**src/hw/rtl/rfc_pkg.sv**
```systemverilog
// Types and constants for the report frame checker.
// Depends on nothing; used by the interfaces and all modules.
package rfc_pkg;

    localparam int REPORT_BYTES_DEF = 64;

    localparam logic [7:0] COMPLEMENT_MASK = 8'hFF;

    // Reset values of the configuration registers.
    localparam logic [7:0] HEADER_RESET = 8'd170;
    localparam logic [7:0] FOOTER_RESET = 8'd85;
    localparam logic [5:0] SIZE_LIMIT_RESET = 6'd48;
    localparam logic [7:0] LOCAL_ADDR_RESET = 8'd0;

    // Configuration register indexes.
    localparam logic [7:0] CFG_HEADER = 8'd0;
    localparam logic [7:0] CFG_FOOTER = 8'd1;
    localparam logic [7:0] CFG_SIZE_LIMIT = 8'd2;
    localparam logic [7:0] CFG_LOCAL_ADDR = 8'd3;

    // Status codes.
    localparam logic [2:0] ERR_OK = 3'd0;
    localparam logic [2:0] ERR_SIZE = 3'd1;
    localparam logic [2:0] ERR_KIND = 3'd2;
    localparam logic [2:0] ERR_DEST = 3'd3;
    localparam logic [2:0] ERR_FOOTER = 3'd4;
    localparam logic [2:0] ERR_CUT = 3'd5;

    // Result item kinds.
    localparam logic ITEM_PAYLOAD = 1'b0;
    localparam logic ITEM_STATUS = 1'b1;

    typedef enum logic [2:0] {
        PH_IDLE,
        PH_DEST,
        PH_KIND,
        PH_SIZE,
        PH_DATA,
        PH_NKIND,
        PH_NDEST,
        PH_FOOT
    } t_phase;

    typedef struct packed {
        logic [7:0] rx_byte;
        logic       report_start;
    } t_in_item;

    typedef struct packed {
        logic       item_kind;
        logic [7:0] payload_byte;
        logic [5:0] payload_index;
        logic [7:0] frame_dest;
        logic [7:0] frame_kind;
        logic [7:0] frame_length;
        logic [2:0] error_code;
        logic       for_local;
    } t_out_item;

    typedef struct packed {
        logic [7:0] header_value;
        logic [7:0] footer_value;
        logic [5:0] size_limit;
        logic [7:0] local_address;
    } t_cfg;

    typedef struct packed {
        logic      valid;
        t_out_item item;
    } t_parse_res;

endpackage

```
**src/hw/rtl/rfc_parser.sv**
```systemverilog
// Frame parser: phase register, held header fields and the per-byte result.
// Depends on rfc_pkg.
module rfc_parser #(
    parameter int REPORT_BYTES = rfc_pkg::REPORT_BYTES_DEF
) (
    input  logic                i_clk,
    input  logic                i_rst_n,
    input  logic                i_accept,
    input  rfc_pkg::t_in_item   i_item,
    input  rfc_pkg::t_cfg       i_cfg,
    output rfc_pkg::t_parse_res o_res
);

    // A frame has seven bytes besides the payload and must fit in one report.
    localparam int CAP_RAW = REPORT_BYTES - 7;
    localparam logic [5:0] SIZE_CAP = (CAP_RAW > 63) ? 6'd63 : 6'(CAP_RAW);

    rfc_pkg::t_phase r_phase, n_phase;
    logic [5:0] r_bytes_left, n_bytes_left;
    logic [7:0] r_held_dest, n_held_dest;
    logic [7:0] r_held_kind, n_held_kind;
    logic [7:0] r_held_length, n_held_length;

    logic [7:0] rx;
    logic [7:0] rx_inv;
    logic [5:0] eff_limit;
    logic       size_bad;

    assign rx = i_item.rx_byte;
    assign rx_inv = rx ^ rfc_pkg::COMPLEMENT_MASK;
    assign eff_limit = (i_cfg.size_limit < SIZE_CAP) ? i_cfg.size_limit : SIZE_CAP;
    assign size_bad = rx > {2'b00, eff_limit};

    always_comb begin
        n_phase = r_phase;
        n_bytes_left = r_bytes_left;
        n_held_dest = r_held_dest;
        n_held_kind = r_held_kind;
        n_held_length = r_held_length;
        if (i_item.report_start) begin
            n_bytes_left = '0;
            n_phase = rfc_pkg::PH_IDLE;
            if (rx == i_cfg.header_value) begin
                n_phase = rfc_pkg::PH_DEST;
                n_held_dest = '0;
                n_held_kind = '0;
                n_held_length = '0;
            end
        end else begin
            case (r_phase)
                rfc_pkg::PH_DEST: begin
                    n_held_dest = rx;
                    n_phase = rfc_pkg::PH_KIND;
                end
                rfc_pkg::PH_KIND: begin
                    n_held_kind = rx;
                    n_phase = rfc_pkg::PH_SIZE;
                end
                rfc_pkg::PH_SIZE: begin
                    n_held_length = rx;
                    if (size_bad) begin
                        n_phase = rfc_pkg::PH_IDLE;
                        n_bytes_left = '0;
                    end else begin
                        n_bytes_left = rx[5:0];
                        n_phase = (rx[5:0] != '0) ? rfc_pkg::PH_DATA : rfc_pkg::PH_NKIND;
                    end
                end
                rfc_pkg::PH_DATA: begin
                    n_bytes_left = r_bytes_left - 6'd1;
                    if (r_bytes_left == 6'd1) begin
                        n_phase = rfc_pkg::PH_NKIND;
                    end
                end
                rfc_pkg::PH_NKIND: begin
                    n_phase = (rx_inv != r_held_kind) ? rfc_pkg::PH_IDLE : rfc_pkg::PH_NDEST;
                end
                rfc_pkg::PH_NDEST: begin
                    n_phase = (rx_inv != r_held_dest) ? rfc_pkg::PH_IDLE : rfc_pkg::PH_FOOT;
                end
                rfc_pkg::PH_FOOT: begin
                    n_phase = rfc_pkg::PH_IDLE;
                end
                default: begin
                    n_phase = r_phase;
                end
            endcase
        end
    end

    always_comb begin
        o_res.valid = 1'b0;
        o_res.item.item_kind = rfc_pkg::ITEM_STATUS;
        o_res.item.payload_byte = '0;
        o_res.item.payload_index = '0;
        o_res.item.frame_dest = r_held_dest;
        o_res.item.frame_kind = r_held_kind;
        o_res.item.frame_length = r_held_length;
        o_res.item.error_code = rfc_pkg::ERR_OK;
        o_res.item.for_local = (r_held_dest == i_cfg.local_address);
        if (i_item.report_start) begin
            // A new report cuts short any frame still open.
            o_res.valid = i_accept && (r_phase != rfc_pkg::PH_IDLE);
            o_res.item.error_code = rfc_pkg::ERR_CUT;
        end else begin
            case (r_phase)
                rfc_pkg::PH_SIZE: begin
                    o_res.valid = i_accept && size_bad;
                    o_res.item.frame_length = rx;
                    o_res.item.error_code = rfc_pkg::ERR_SIZE;
                end
                rfc_pkg::PH_DATA: begin
                    o_res.valid = i_accept;
                    o_res.item.item_kind = rfc_pkg::ITEM_PAYLOAD;
                    o_res.item.payload_byte = rx;
                    o_res.item.payload_index = r_held_length[5:0] - r_bytes_left;
                end
                rfc_pkg::PH_NKIND: begin
                    o_res.valid = i_accept && (rx_inv != r_held_kind);
                    o_res.item.error_code = rfc_pkg::ERR_KIND;
                end
                rfc_pkg::PH_NDEST: begin
                    o_res.valid = i_accept && (rx_inv != r_held_dest);
                    o_res.item.error_code = rfc_pkg::ERR_DEST;
                end
                rfc_pkg::PH_FOOT: begin
                    o_res.valid = i_accept;
                    o_res.item.error_code = (rx == i_cfg.footer_value) ?
                        rfc_pkg::ERR_OK : rfc_pkg::ERR_FOOTER;
                end
                default: begin
                    o_res.valid = 1'b0;
                end
            endcase
        end
    end

    always_ff @(posedge i_clk) begin
        if (!i_rst_n) begin
            r_phase <= rfc_pkg::PH_IDLE;
            r_bytes_left <= '0;
            r_held_dest <= '0;
            r_held_kind <= '0;
            r_held_length <= '0;
        end else if (i_accept) begin
            r_phase <= n_phase;
            r_bytes_left <= n_bytes_left;
            r_held_dest <= n_held_dest;
            r_held_kind <= n_held_kind;
            r_held_length <= n_held_length;
        end
    end

endmodule

```
**config.mk**
```make
export PLATFORM = sky130hd
export DESIGN_NAME = rfc_parser
export DESIGN_NICKNAME = d
export VERILOG_FILES = /design/src/hw/rtl/rfc_pkg.sv /design/src/hw/rtl/rfc_parser.sv
export SDC_FILE = /design/constraint.sdc
export NUM_CORES = 1
export LEC_CHECK = 0
export BUFFER_PORTS_ARGS = -buffer_cell sky130_fd_sc_hd__buf_4
export CAP_MARGIN = 25
export CORE_ASPECT_RATIO = 0.6
export CORE_UTILIZATION = 52
export DETAILED_ROUTE_END_ITERATION = 12
export PLACE_DENSITY = 0.78
export SETUP_SLACK_MARGIN = 0.1
export SYNTH_ARGS = -nofsm -noshare
export SYNTH_HDL_FRONTEND = slang
export SYNTH_SLANG_ARGS = --single-unit
```
**constraint.sdc**
```tcl
create_clock -name i_clk -period 2.1 [get_ports i_clk]
set_input_delay 0.21 -clock i_clk [delete_from_list [all_inputs] [get_ports i_clk]]
set_output_delay 0.21 -clock i_clk [all_outputs]
set_load 0.02 [all_outputs]
```
==> metrics <==
filler instances 322; crit start category flop; # clock sinks 33; number of cell rows 19; Non-Filler Instances between 400 and 500; combinational share of power 0.220; internal power 1.30 mW; CTS Buf Count 5; vias 2946; min-delay src i_rst_n; fin. max-slew vios 0; nets roughly 490; fmax 0.468 GHz; Avg Inst Size Synth 8.09 µm²; Hold EP r_phase[2]; GRT overflow 0; Iteration-0 DRC Markers 276; Initial Util 0.565; Bufs and invs on worst path 2; core area 0.00475 mm²; RD Place Congestion 0.956; I/O Buffers 85; final setup vio count 1; Slew Limit Headroom 0.537; drt drc 0; outcome finished, violations left; NetSw 0.481 mW; CTS tree yes; Antenna Nets Post-Route 0; power density cells 472 mW/mm²; Worst Hold Class in2reg; failing checks setup timing; clock slew seen by the registers of the worst setup and hold paths 0.08 ns; first-pass GRT wire length 14300 µm; Die Wd around 95 µm; Clock Latency Late Sink ~0.29 ns; vias in the first global route 2835; clk buf depth 2; Fin Clk Skew between 0.006 and 0.007 ns; Yosys reg bits 33; Critical Path, Cell by Cell buf_4 -> nand2b_1 -> nor2_1 -> nand3_1 -> a21oi_1 -> nor3_1 -> a31o_1 -> buf_4; height of the die between 50 and 60 µm; r2r endpoint r_bytes_left[5]; Data arrival, critical path 1.93 ns; hold path cells 3; die area 0.00547 mm²; Sw Ratio 0.270; antenna violations before repair 0; Syn Nets about 390; unrepaired setup endpoints after global routing yes; total power 1.78 mW; Seq pwr share 0.362; Leakage 1.59 nW; Crit path depth 8; H-tree depth 2; delay-heaviest family, CP simple AND/OR/NAND/NOR gates; post-DP HPWL 6470 µm; Synth async-reset ratio 0; Synth Warn # 0; minimum clock period approximately 2.1 ns; area growth from synthesis to layout 40.3%; Cells after Synth 332; CP Capture Type output port; Cell Area, Synth between 0.002 and 0.003 mm²; register area share after synthesis 0.246; Vias/cell just under 6; # diodes 0; reg-to-reg slack, setup 0.19 ns; max incr delay on CP roughly 0.35 ns; root buf cell clkbuf_8; Yosys cell types 58; top_reg_cell synth dfxtp_1; clock network fraction of total power 0.418; Fin. Hold Viols 0; Worst R2R Start r_phase[2]; Post-synth EDFFs 0; Worst IR Drop VDD 0.318 mV; TritonRoute pass-1 iters 5; Max FO, Critical Path 14; worst slew pin tran 0.694 ns; Slowest cell on crit path dfxtp_1; placed insts approximately 480; Worst Path Required about 1.9 ns; final period utilization 1.02; Finished Core Util 0.793; crit path kind reg2out; setup ws final -0.0387 ns; worst reg-to-reg path cell count 8; most frequent cell on the critical path buf_4; Hold Buf Count CTS 0; largest net degree at the start of global routing 26; share of post-route cells with drive strength above 1 0.371; I/O Pins 86; wirelength, routed 9260 µm; max cap viols 0; GRT Resource Usage Total 0.344; post-DR wirelength/cell 18.8 µm
Yosys cell counts (3+ instances only):
cell type,number,area (µm²)
a21oi_1,17,85.1
a22o_1,8,70.1
a22oi_1,6,45.0
and2_1,7,43.8
and3_1,3,18.8
buf_2,10,50.1
clkbuf_1,5,18.8
dfxtp_1,33,661
ha_1,13,163
inv_1,15,56.3
mux2_1,4,45.0
mux2i_1,8,80.1
nand2_1,16,60.1
nand2b_1,5,31.3
nand3_1,10,50.1
nand4_1,6,37.5
nor2_1,31,116
nor2b_1,6,37.5
nor3_1,14,70.1
nor3b_1,4,30.0
nor4_1,5,31.3
o21a_1,3,22.5
o21ai_0,10,50.1
o21ai_1,4,20.0
o21bai_1,3,22.5
xnor2_1,35,307
xor2_1,10,87.6
area by class of cell:
| class | instances | area, µm² | area share |
|---|---|---|---|
| multi-input cells | 263 | 1980 | 0.524 |
| repair buffers | 111 | 846 | 0.224 |
| flip-flops and latches | 33 | 672 | 0.178 |
| well taps | 63 | 78.8 | 0.0209 |
| clock buffers | 5 | 68.8 | 0.0183 |
| clock inverters | 3 | 68.8 | 0.0183 |
| inverters | 16 | 60.1 | 0.0159 |
power groups by stage:
stage | combinational, mW | sequential [mW] | clock (mW)
floorplan | 0.208 | 0.662 | 0
global placement | 0.345 | 0.657 | 0
detailed placement | 0.352 | 0.657 | 0
CTS | 0.375 | 0.644 | 0.744
global route | 0.421 | 0.645 | 0.773
finish | 0.392 | 0.644 | 0.744
sequential cells by signal, summed over array words and instances, names as in the netlist:
name	flops
r_bytes_left	6
r_held_dest	8
r_held_kind	8
r_phase	3
r_held_length	8
per-layer routing:
metal | wire length [µm] | track usage | up-vias | part of all wire
met3 | 877 | 0.0919 | 22 | 0.095
met5 | 0 | 0 | - | 0
met1 | 4250 | 0.486 | 1396 | 0.46
met2 | 3970 | 0.511 | 165 | 0.43
met4 | 170 | 0.113 | 0 | 0.018
li1 | - | - | 1363 | -
tightest hold or removal path: cells and delay by family:
kind / cells / cell delay, ns
compound gates: 1 / 0.07
buf+inv: 1 / 0.11
simple gates: 1 / 0.07
layout by cell type, fill, tap and decap left out, types with 3 or more instances in the layout:
master,instances
o21ai_1,5
xnor2_1,35
o21a_1,3
nand2b_1,4
nand2_1,16
and3_1,3
nor2_1,31
inv_1,11
mux2i_1,8
nor4_1,4
and2_1,7
a22o_1,8
dfxtp_1,26
dfxtp_2,6
inv_2,4
a22oi_1,6
buf_4,110
nand4_1,6
o21ai_0,8
nand3_1,10
nor2b_1,5
ha_4,3
mux2_4,4
a21oi_1,15
clkbuf_8,5
o21bai_1,3
nor3b_1,3
ha_1,10
nor3_1,12
xor2_1,10
per-stage QoR:
| step | setup WS (ns) | hold slack (ns) | TNS, ns | instance area (µm²) |
|---|---|---|---|---|
| floorplan | 0.133 | 0.356 | 0 | 2690 |
| global placement | 0.108 | 0.455 | 0 | 3440 |
| detailed placement | 0.105 | 0.465 | 0 | 3440 |
| CTS | 0.00638 | 0.204 | 0 | 3710 |
| global route | -0.0901 | 0.216 | -0.417 | 3770 |
| finish | -0.0387 | 0.209 | -0.0387 | 3770 |
worst max path at each step:
stage | startpoint | end | slack (ns)
after floorplan | r_bytes_left[0] | o_res[32] | 0.13
after CTS | r_bytes_left[1] | o_res[33] | 0.006
after detailed placement | r_bytes_left[1] | o_res[33] | 0.11
after global placement | i_item[6] | o_res[43] | 0.11
final | r_phase[1] | o_res[43] | -0.04
after global routing | r_phase[1] | o_res[43] | -0.09
cell families after synthesis:
group	synth area share
AO/OA/AOI/OAI	0.190
XOR/XNOR	0.147
adder cells (fa/ha/maj)	0.0680
flip-flops	0.246
multiplexers	0.0550
AND/OR/NAND/NOR	0.234
buffers and inverters	0.0605
repair_timing:
item | in CTS | in global routing
endpoints found under the setup margin | 11 | 21
pin swaps | 9 | 9
gates resized for setup | 27 | 7
cloned | 0 | 0
buffers inserted | 5 | 3
No activity file was read; power rests on OpenSTA's default activity.
